==> src/rtl/sec_usec_time_alu_unit_assert.svh <==
// Assertion macros for the time ALU.
// Each macro takes a label, the clock, the active-low reset and the property terms.
`ifndef SEC_USEC_TIME_ALU_UNIT_ASSERT_SVH
`define SEC_USEC_TIME_ALU_UNIT_ASSERT_SVH

`ifndef NO_ASSERTIONS

// same-cycle implication
`define SUTALU_ASSERT_IMP(lbl, clk, rst_n, ante, cons) \
    lbl: assert property (@(posedge clk) disable iff (!rst_n) (ante) |-> (cons)) \
        else $error("%m: check failed");

// next-cycle implication
`define SUTALU_ASSERT_NXT(lbl, clk, rst_n, ante, cons) \
    lbl: assert property (@(posedge clk) disable iff (!rst_n) (ante) |=> (cons)) \
        else $error("%m: check failed");

`else

`define SUTALU_ASSERT_IMP(lbl, clk, rst_n, ante, cons)
`define SUTALU_ASSERT_NXT(lbl, clk, rst_n, ante, cons)

`endif

`endif

==> src/rtl/sutalu_pkg.sv <==
package sutalu_pkg;

    // time value: wrapped seconds plus microseconds
    typedef struct packed {
        logic [31:0] s;
        logic [19:0] u;
    } t_tval;

    // operation codes
    localparam logic [2:0] KIND_ADD  = 3'd0;
    localparam logic [2:0] KIND_SUB  = 3'd1;
    localparam logic [2:0] KIND_CMP  = 3'd2;
    localparam logic [2:0] KIND_MUL  = 3'd3;
    localparam logic [2:0] KIND_DIV  = 3'd4;
    localparam logic [2:0] KIND_DIFF = 3'd5;

    // compare answers
    localparam logic [1:0] ORDER_EQ = 2'd0;
    localparam logic [1:0] ORDER_GT = 2'd1;
    localparam logic [1:0] ORDER_LT = 2'd2;

    localparam logic [19:0] US_PER_SEC   = 20'd1000000;
    localparam logic [20:0] US_PER_SEC_W = 21'd1000000;

    // divider step counts; narrow dividends sit left-aligned in the word
    localparam logic [5:0] DIV_STEPS_WIDE   = 6'd32;
    localparam logic [5:0] DIV_STEPS_NARROW = 6'd20;
    localparam int         DIV_PAD          = 12;

    // divider command and response
    typedef struct packed {
        logic        start;
        logic [5:0]  steps;
        logic [31:0] dividend;
        logic [31:0] divisor;
    } t_div_req;

    typedef struct packed {
        logic        done;
        logic [31:0] quot;
        logic [31:0] rem;
    } t_div_rsp;

endpackage

==> src/rtl/sec_usec_time_alu_unit.sv <==
// Add, subtract, compare, difference, unknown kinds and a zero divide post their result
// from the execute state; multiply takes an add and a doubling step per significant bit
// of |factor|; divide runs the divider three times (32+20+20 divider steps).
// One word in flight at a time: busy stays high until the result strobe.
// The strobe lasts one cycle and the receiver cannot stall it.
// Synchronous active-low reset returns the sequencer to idle with no result pending.
`include "sec_usec_time_alu_unit_assert.svh"

module sec_usec_time_alu_unit (
    input  logic               i_clk,
    input  logic               i_rst_n,
    input  logic               start,
    output logic               busy,
    input  logic [2:0]         i_kind,
    input  logic signed [31:0] i_a_sec,
    input  logic [19:0]        i_a_usec,
    input  logic signed [31:0] i_b_sec,
    input  logic [19:0]        i_b_usec,
    input  logic signed [31:0] i_factor,
    output logic               o_done,
    output logic signed [31:0] o_r_sec,
    output logic [19:0]        o_r_usec,
    output logic [1:0]         o_order,
    output logic               o_fits_small,
    output logic               o_div_zero
);

    typedef enum logic [7:0] {
        S_IDLE    = 8'b0000_0001,
        S_EXEC    = 8'b0000_0010,
        S_MUL_ADD = 8'b0000_0100,
        S_MUL_DBL = 8'b0000_1000,
        S_DIV     = 8'b0001_0000,
        S_DIV_MUL = 8'b0010_0000,
        S_DIV_SUM = 8'b0100_0000,
        S_FIN     = 8'b1000_0000
    } t_state;

    t_state            r_state, n_state;
    logic [2:0]        r_kind, n_kind;
    sutalu_pkg::t_tval r_a, n_a;
    sutalu_pkg::t_tval r_b, n_b;
    logic [31:0]       r_fac, n_fac;
    sutalu_pkg::t_tval r_acc, n_acc;
    sutalu_pkg::t_tval r_cur, n_cur;
    logic [31:0]       r_m, n_m;
    logic              r_neg, n_neg;
    logic [19:0]       r_tu, n_tu;
    logic [31:0]       r_qs, n_qs;
    logic [19:0]       r_rs, n_rs;
    logic [19:0]       r_qk, n_qk;
    logic [19:0]       r_qu, n_qu;
    logic [19:0]       r_prod, n_prod;
    logic [1:0]        r_phase, n_phase;
    logic              r_done, n_done;
    logic [31:0]       r_out_sec, n_out_sec;
    logic [19:0]       r_out_usec, n_out_usec;
    logic [1:0]        r_out_order, n_out_order;
    logic              r_out_fits, n_out_fits;
    logic              r_out_dz, n_out_dz;

    sutalu_pkg::t_tval  tadd_x;
    sutalu_pkg::t_tval  tadd_y;
    logic               tadd_sub;
    sutalu_pkg::t_tval  tadd_res;
    sutalu_pkg::t_tval  t_abs;
    sutalu_pkg::t_tval  fin_val;
    logic [31:0]        fac_mag;
    logic [39:0]        prod_full;
    sutalu_pkg::t_div_req div_req;
    sutalu_pkg::t_div_rsp div_rsp;

    // shared time adder
    sutalu_tadd u_tadd (
        .i_x   (tadd_x),
        .i_y   (tadd_y),
        .i_sub (tadd_sub),
        .o_r   (tadd_res)
    );

    // shared iterative divider
    sutalu_div u_div (
        .i_clk   (i_clk),
        .i_rst_n (i_rst_n),
        .i_req   (div_req),
        .o_rsp   (div_rsp)
    );

    assign fac_mag   = r_fac[31] ? (32'd0 - r_fac) : r_fac;
    assign t_abs     = r_a.s[31] ? tadd_res : r_a;
    assign fin_val   = r_neg ? tadd_res : r_acc;
    assign prod_full = r_rs * r_qk;

    // route operands into the time adder
    always_comb begin
        tadd_x   = '0;
        tadd_y   = '0;
        tadd_sub = 1'b0;
        case (r_state)
            S_EXEC: begin
                case (r_kind)
                    sutalu_pkg::KIND_ADD: begin
                        tadd_x = r_a;
                        tadd_y = r_b;
                    end
                    sutalu_pkg::KIND_SUB, sutalu_pkg::KIND_DIFF: begin
                        tadd_x   = r_a;
                        tadd_y   = r_b;
                        tadd_sub = 1'b1;
                    end
                    sutalu_pkg::KIND_DIV: begin
                        tadd_y   = r_a;
                        tadd_sub = 1'b1;
                    end
                    default: begin
                        tadd_x = '0;
                    end
                endcase
            end
            S_MUL_ADD: begin
                tadd_x = r_acc;
                tadd_y = r_cur;
            end
            S_MUL_DBL: begin
                tadd_x = r_cur;
                tadd_y = r_cur;
            end
            S_FIN: begin
                tadd_y   = r_acc;
                tadd_sub = 1'b1;
            end
            default: begin
                tadd_x = '0;
            end
        endcase
    end

    // sequencer and datapath next values
    always_comb begin
        n_state     = r_state;
        n_kind      = r_kind;
        n_a         = r_a;
        n_b         = r_b;
        n_fac       = r_fac;
        n_acc       = r_acc;
        n_cur       = r_cur;
        n_m         = r_m;
        n_neg       = r_neg;
        n_tu        = r_tu;
        n_qs        = r_qs;
        n_rs        = r_rs;
        n_qk        = r_qk;
        n_qu        = r_qu;
        n_prod      = r_prod;
        n_phase     = r_phase;
        n_done      = 1'b0;
        n_out_sec   = r_out_sec;
        n_out_usec  = r_out_usec;
        n_out_order = r_out_order;
        n_out_fits  = r_out_fits;
        n_out_dz    = r_out_dz;
        div_req     = '0;

        case (r_state)
            S_IDLE: begin
                if (start) begin
                    n_kind  = i_kind;
                    n_a.s   = i_a_sec;
                    n_a.u   = i_a_usec;
                    n_b.s   = i_b_sec;
                    n_b.u   = i_b_usec;
                    n_fac   = i_factor;
                    n_state = S_EXEC;
                end
            end
            S_EXEC: begin
                n_out_sec   = '0;
                n_out_usec  = '0;
                n_out_order = sutalu_pkg::ORDER_EQ;
                n_out_fits  = 1'b0;
                n_out_dz    = 1'b0;
                case (r_kind)
                    sutalu_pkg::KIND_ADD, sutalu_pkg::KIND_SUB: begin
                        n_out_sec  = tadd_res.s;
                        n_out_usec = tadd_res.u;
                        n_done     = 1'b1;
                        n_state    = S_IDLE;
                    end
                    sutalu_pkg::KIND_DIFF: begin
                        n_out_sec  = tadd_res.s;
                        n_out_usec = tadd_res.u;
                        n_out_fits = (tadd_res.s == 32'd0);
                        n_done     = 1'b1;
                        n_state    = S_IDLE;
                    end
                    sutalu_pkg::KIND_CMP: begin
                        if (r_a.s != r_b.s) begin
                            n_out_order = ($signed(r_a.s) > $signed(r_b.s))
                                          ? sutalu_pkg::ORDER_GT : sutalu_pkg::ORDER_LT;
                        end else if (r_a.u != r_b.u) begin
                            n_out_order = (r_a.u > r_b.u)
                                          ? sutalu_pkg::ORDER_GT : sutalu_pkg::ORDER_LT;
                        end
                        n_done  = 1'b1;
                        n_state = S_IDLE;
                    end
                    sutalu_pkg::KIND_MUL: begin
                        n_acc   = '0;
                        n_cur   = r_a;
                        n_m     = fac_mag;
                        n_neg   = r_fac[31];
                        n_state = S_MUL_ADD;
                    end
                    sutalu_pkg::KIND_DIV: begin
                        if (r_fac == 32'd0) begin
                            n_out_dz = 1'b1;
                            n_done   = 1'b1;
                            n_state  = S_IDLE;
                        end else begin
                            // divide magnitudes, remember the sign
                            n_neg            = r_fac[31] ^ r_a.s[31];
                            n_tu             = t_abs.u;
                            div_req.start    = 1'b1;
                            div_req.steps    = sutalu_pkg::DIV_STEPS_WIDE;
                            div_req.dividend = t_abs.s;
                            div_req.divisor  = fac_mag;
                            n_phase          = 2'd0;
                            n_state          = S_DIV;
                        end
                    end
                    default: begin
                        n_done  = 1'b1;
                        n_state = S_IDLE;
                    end
                endcase
            end
            S_MUL_ADD: begin
                // add the current multiple when this factor bit is set
                if (r_m == 32'd0) begin
                    n_state = S_FIN;
                end else begin
                    if (r_m[0]) begin
                        n_acc = tadd_res;
                    end
                    n_state = S_MUL_DBL;
                end
            end
            S_MUL_DBL: begin
                n_cur   = tadd_res;
                n_m     = {1'b0, r_m[31:1]};
                n_state = S_MUL_ADD;
            end
            S_DIV: begin
                if (div_rsp.done) begin
                    case (r_phase)
                        2'd0: begin
                            // seconds done; next the per-divisor microsecond step
                            n_qs             = div_rsp.quot;
                            n_rs             = div_rsp.rem[19:0];
                            div_req.start    = 1'b1;
                            div_req.steps    = sutalu_pkg::DIV_STEPS_NARROW;
                            div_req.dividend = {sutalu_pkg::US_PER_SEC,
                                                {sutalu_pkg::DIV_PAD{1'b0}}};
                            div_req.divisor  = fac_mag;
                            n_phase          = 2'd1;
                        end
                        2'd1: begin
                            n_qk             = div_rsp.quot[19:0];
                            div_req.start    = 1'b1;
                            div_req.steps    = sutalu_pkg::DIV_STEPS_NARROW;
                            div_req.dividend = {r_tu, {sutalu_pkg::DIV_PAD{1'b0}}};
                            div_req.divisor  = fac_mag;
                            n_phase          = 2'd2;
                        end
                        default: begin
                            n_qu    = div_rsp.quot[19:0];
                            n_state = S_DIV_MUL;
                        end
                    endcase
                end
            end
            S_DIV_MUL: begin
                n_prod  = prod_full[19:0];
                n_state = S_DIV_SUM;
            end
            S_DIV_SUM: begin
                n_acc.s = r_qs;
                n_acc.u = r_prod + r_qu;
                n_state = S_FIN;
            end
            S_FIN: begin
                // apply the sign and post the word
                n_out_sec   = fin_val.s;
                n_out_usec  = fin_val.u;
                n_out_order = sutalu_pkg::ORDER_EQ;
                n_out_fits  = 1'b0;
                n_out_dz    = 1'b0;
                n_done      = 1'b1;
                n_state     = S_IDLE;
            end
            default: begin
                n_state = S_IDLE;
            end
        endcase
    end

    // control state
    always_ff @(posedge i_clk) begin
        if (!i_rst_n) begin
            r_state <= S_IDLE;
            r_done  <= 1'b0;
        end else begin
            r_state <= n_state;
            r_done  <= n_done;
        end
    end

    // payload registers
    always_ff @(posedge i_clk) begin
        r_kind      <= n_kind;
        r_a         <= n_a;
        r_b         <= n_b;
        r_fac       <= n_fac;
        r_acc       <= n_acc;
        r_cur       <= n_cur;
        r_m         <= n_m;
        r_neg       <= n_neg;
        r_tu        <= n_tu;
        r_qs        <= n_qs;
        r_rs        <= n_rs;
        r_qk        <= n_qk;
        r_qu        <= n_qu;
        r_prod      <= n_prod;
        r_phase     <= n_phase;
        r_out_sec   <= n_out_sec;
        r_out_usec  <= n_out_usec;
        r_out_order <= n_out_order;
        r_out_fits  <= n_out_fits;
        r_out_dz    <= n_out_dz;
    end

    assign busy         = (r_state != S_IDLE);
    assign o_done       = r_done;
    assign o_r_sec      = $signed(r_out_sec);
    assign o_r_usec     = r_out_usec;
    assign o_order      = r_out_order;
    assign o_fits_small = r_out_fits;
    assign o_div_zero   = r_out_dz;

    // checks
    `SUTALU_ASSERT_IMP(a_done_when_idle, i_clk, i_rst_n, o_done, !busy)
    `SUTALU_ASSERT_NXT(a_accept_goes_busy, i_clk, i_rst_n, start && !busy, busy && !o_done)
    `SUTALU_ASSERT_NXT(a_done_one_cycle, i_clk, i_rst_n, o_done, !o_done)
    `SUTALU_ASSERT_IMP(a_div_zero_clears, i_clk, i_rst_n, o_done && o_div_zero,
        (o_r_sec == 32'sd0) && (o_r_usec == 20'd0) && (o_order == sutalu_pkg::ORDER_EQ))

endmodule

==> src/rtl/sutalu_tadd.sv <==
module sutalu_tadd (
    input  sutalu_pkg::t_tval i_x,
    input  sutalu_pkg::t_tval i_y,
    input  logic              i_sub,
    output sutalu_pkg::t_tval o_r
);

    logic [20:0] usum;
    logic [20:0] udif;
    logic        carry;
    logic        borrow;
    logic [20:0] ures;
    logic [31:0] yop;
    logic        cin;

    // microsecond sum and difference, one correction step each
    assign usum   = {1'b0, i_x.u} + {1'b0, i_y.u};
    assign udif   = {1'b0, i_x.u} - {1'b0, i_y.u};
    assign carry  = (usum >= sutalu_pkg::US_PER_SEC_W);
    assign borrow = udif[20];

    always_comb begin
        if (i_sub) begin
            ures = borrow ? (udif + sutalu_pkg::US_PER_SEC_W) : udif;
            yop  = ~i_y.s;
            cin  = ~borrow;
        end else begin
            ures = carry ? (usum - sutalu_pkg::US_PER_SEC_W) : usum;
            yop  = i_y.s;
            cin  = carry;
        end
    end

    // seconds: one adder, carry-in folds the borrow and the two's complement
    assign o_r.s = i_x.s + yop + {31'd0, cin};
    assign o_r.u = ures[19:0];

endmodule

==> src/rtl/sutalu_div.sv <==
module sutalu_div (
    input  logic                 i_clk,
    input  logic                 i_rst_n,
    input  sutalu_pkg::t_div_req i_req,
    output sutalu_pkg::t_div_rsp o_rsp
);

    logic        r_busy;
    logic        r_done;
    logic [5:0]  r_cnt;
    logic [31:0] r_q;
    logic [31:0] r_rem;
    logic [31:0] r_dvs;

    logic [32:0] shifted;
    logic [32:0] diff;
    logic        ge;

    // one restoring step: shift in the next dividend bit, trial subtract
    assign shifted = {r_rem, r_q[31]};
    assign diff    = shifted - {1'b0, r_dvs};
    assign ge      = (shifted >= {1'b0, r_dvs});

    always_ff @(posedge i_clk) begin
        if (!i_rst_n) begin
            r_busy <= 1'b0;
            r_done <= 1'b0;
            r_cnt  <= '0;
        end else begin
            r_done <= 1'b0;
            if (i_req.start) begin
                r_busy <= 1'b1;
                r_cnt  <= i_req.steps;
                r_q    <= i_req.dividend;
                r_rem  <= '0;
                r_dvs  <= i_req.divisor;
            end else if (r_busy) begin
                r_q   <= {r_q[30:0], ge};
                r_rem <= ge ? diff[31:0] : shifted[31:0];
                r_cnt <= r_cnt - 6'd1;
                if (r_cnt == 6'd1) begin
                    r_busy <= 1'b0;
                    r_done <= 1'b1;
                end
            end
        end
    end

    assign o_rsp.done = r_done;
    assign o_rsp.quot = r_q;
    assign o_rsp.rem  = r_rem;

endmodule
==> config.mk <==
export PLATFORM = sky130hd
export DESIGN_NAME = sec_usec_time_alu_unit
export DESIGN_NICKNAME = d
export VERILOG_FILES = /design/src/rtl/sutalu_pkg.sv /design/src/rtl/sec_usec_time_alu_unit.sv /design/src/rtl/sutalu_tadd.sv /design/src/rtl/sutalu_div.sv
export VERILOG_INCLUDE_DIRS = /design/src /design/src/rtl
export SDC_FILE = /design/constraint.sdc
export NUM_CORES = 2
export LEC_CHECK = 0
export ABC_CLOCK_PERIOD_IN_PS = 13700
export BUFFER_PORTS_ARGS = -buffer_cell sky130_fd_sc_hd__buf_2
export CORE_MARGIN = 5
export CORE_UTILIZATION = 57
export CTS_CLUSTER_DIAMETER = 60
export DETAILED_ROUTE_END_ITERATION = 10
export PLACE_DENSITY = 0.75
export SLEW_MARGIN = 0
export SYNTH_ARGS = -nofsm -noshare
export SYNTH_HDL_FRONTEND = slang
export SYNTH_SLANG_ARGS = --single-unit
==> constraint.sdc <==
create_clock -name i_clk -period 13.7 [get_ports i_clk]
set_input_delay 0.685 -clock i_clk [delete_from_list [all_inputs] [get_ports i_clk]]
set_output_delay 0.685 -clock i_clk [all_outputs]
set_load 0.02 [all_outputs]
==> summary.md <==
| Metric | Value |
|---|---|
| Footprint of the multi-input gates | `20600 um^2` |
| HPWL Detailed | `82600 um` |
| Full die area | `75300 um^2` |
| RSZ-0062 raised after global routing | `false` |
| Drt pass-1 iters | `8` |
| Pleak | `18.3 nW` |
| Fin area | `44000 um^2` |
| Kind of critical path | `flip-flop to flip-flop` |
| Post-DRT Antenna Nets | `0` |
| Fillers | `5634` |
| Drt first-iter violations | `4061` |
| Yosys top cell by area | `edfxtp_1` |
| Most used DFF post-synth | `edfxtp_1` |
| Fmax | `94.3 MHz` |
| # IOs | `200` |
| Number of setup buffers added after CTS | `0` |
| Dpl cell area | `41700 um^2` |
| Hold-fix buffers, CTS | `0` |
| Die Wd | `274 um` |
| P&R area growth vs syn | `10.4%` |
| Cell with the most instances after synthesis | `edfxtp_1` |
| Largest net degree at the start of global routing | `109` |
| Largest stage delay, worst path | `0.64 ns` |
| Via-to-Cell Ratio | `6.26` |
| Residual DRC count | `0` |
| Gpl congestion | `0.962` |
| Mapped Cells | `3920` |
| IO buf count | `199` |
| Synth Cell Area | `39900 um^2` |
| Total nets after synthesis | `4453` |
| Gr usage total | `30.3%` |
| Fin crit share | `77.4%` |
| CTS sink cnt | `579` |
| Register area | `17200 um^2` |
| Clock H-tree levels | `3` |
| Antenna diode count | `0` |
| Core region area | `69700 um^2` |
| Power density cells | `97.3 nW/um^2` |
| Hold/Removal Path Class | `input port to flip-flop` |
| Post-CTS Resized | `0` |
| # setup viols final | `0` |
| Worst vdd ir | `0.100 mV` |
| Worst-skew pair later-pin latency | `0.63 ns` |
| Register area share after synthesis | `43.2%` |
| Number of global-route vias before repair | `30570` |
| Crit Path Max Fanout | `45` |
| Routed len/inst | `23.0 um` |
| Status | `completed` |
| Compound-Gate Fraction of Synth Area | `16.2%` |
| Simple-gate share of the synthesized area | `13.0%` |
| Max clock buf depth | `3` |
| Slew Viols, Final | `0` |
| Clk_skew | `0.0227 ns` |
| Critical Path End Type | `flip-flop` |
| Synthesized-area fraction occupied by adder cells | `15.0%` |
| Num CTS Buffers | `67` |
| Maxcap violations | `0` |
| Routed WL | `116000 um` |
| Mux cell area share after synthesis | `2.78%` |
| Share of layout cells above drive strength 1 | `10.0%` |
| Largest family of logic cells by synthesized area | `compound AO/OA/AOI/OAI gates` |
| DR vias | `31486` |
| Worst path required time | `14.06 ns` |
| Slew HR | `16.5%` |
| YS warnings | `0` |
| Slowest cell on crit path | `o41ai_1` |
| Measured slew at the worst slew-check pin | `1.25 ns` |
| Row cnt | `97` |
| Setup TNS Final | `0 ns` |
| CTS tree | `built` |
| Initial core utilization | `57.2%` |
| Final worst path period need | `10.60 ns` |
| DIE HEIGHT | `274 um` |
| Synth unique cells | `92` |
| Largest cells by area after synthesis | `edfxtp_1, ha_1, fa_1` |
| Synth top area share | `42.3%` |
| Final Hold Fails | `0` |
| # nets final | `4572` |
| FF+latch count, synth | `579` |
| Clock transition at the registers of the reported paths | `0.06 ns` |
| XOR/XNOR share of the synthesized area | `4.46%` |
| Commonest cells post-synth | `edfxtp_1, nand2_1, inv_1` |
| EDFF count, synth | `562` |
| Initial antenna violation count | `1` |
| CP arrival | `10.97 ns` |
| First-pass GRT wire length | `178000 um` |
| Gr ovfl total | `0` |
| Synth Area per Inst | `10.2 um^2` |
| Critical Path Start Type | `flip-flop` |
| Async S/R FF share, synth | `0%` |
| CTS Root Cell | `clkbuf_16` |
[per-stage QoR]
| step | power [mW] | setup WS, ns | hold slack [ns] | utilization, % | cells |
|---|---|---|---|---|---|
| after floorplan | 2.28 | 5.43 | 0.426 | - | 3920 |
| after global placement | 2.41 | 3.72 | 0.433 | 59.9 | 4910 |
| after detailed placement | 2.42 | 3.48 | 0.442 | 59.9 | 4910 |
| after CTS | 4.30 | 3.44 | 0.196 | 63.2 | 5031 |
| after global routing | 4.41 | 2.50 | 0.210 | 63.2 | 5031 |
| final | 4.28 | 3.10 | 0.225 | 63.2 | 5031 |
[worst paths after layout]
check                                   start          end  slack (ns)  depth (start not counted)
worst min register to register  u_div.r_q[29]     r_qs[29]        0.46                          0
worst max register to register     r_state[7]  o_r_sec[31]        3.10                         33
worst max-delay path               r_state[7]  o_r_sec[31]        3.10                         33
worst min-delay path              i_a_usec[9]       r_a[9]        0.23                          1
[power by group]
| part | internal (mW) | switching [mW] |
|---|---|---|
| registers | 1.99 | 0.0506 |
| clock network | 1.12 | 0.769 |
| logic | 0.129 | 0.227 |
| total | 3.24 | 1.05 |
[layout make-up]
type,instances,area share [%]
well taps,940,2.67
multi-input cells,2769,46.7
flip-flops and latches,579,39.1
clock inverters,42,1.28
repair buffers,239,2.95
clock buffers,79,3.98
inverters,383,3.27
[worst max-delay path: cells and delay by family, from the launching register on]
family / cells / cell delay [ns]
AOI/OAI and AO/OA: 16 / 5.02
xor gates and xnor gates: 1 / 0.41
adders and majority gates: 3 / 1.09
buffers and inverters: 1 / 0.38
DFF: 1 / 0.41
and+or+nand+nor: 12 / 3.01
[layer usage]
layer / vias to the layer above / part of all wire [%] / wire length [um] / track usage, %
met3: 325 / 11 / 12700 / 6.79
li1: 14271 / - / - / -
met4: 2 / 4.7 / 5480 / 12.0
met5: - / 0.011 / 13 / 0
met2: 1803 / 44 / 50800 / 46.3
met1: 15085 / 40 / 46900 / 42.3
[cells in the final DEF, fill, tap and decap left out, types with 95 or more instances in the layout]
master and instances:
and2_1 101, ha_1 248, mux2i_1 95, nor2_1 255, nand2_1 416, o21ai_0 212, fa_1 143, a21oi_1 219
buf_2 199, inv_1 380, edfxtp_1 562, xnor2_1 123
[flip-flops by register name, indices dropped and copies added (netlist names), 32 cells and up]
| register | cells |
|---|---|
| r_cur | 52 |
| r_a | 52 |
| r_fac | 32 |
| r_m | 32 |
| o_r_sec | 32 |
| r_acc | 52 |
| u_div.r_dvs | 32 |
| r_qs | 32 |
| u_div.r_q | 32 |
| r_b | 52 |
| u_div.r_rem | 32 |
[logic make-up (layout without fill, tap and decap cells)]
kind of cell	Yosys count	in the layout
multiplexers	109	109
buffers and inverters	572	743
adder cells (fa/ha/maj)	391	391
XOR/XNOR	203	203
AO/OA/AOI/OAI	968	968
flip-flops	579	579
AND/OR/NAND/NOR	1098	1098
Note: power is estimated with default switching activity, not from simulation.
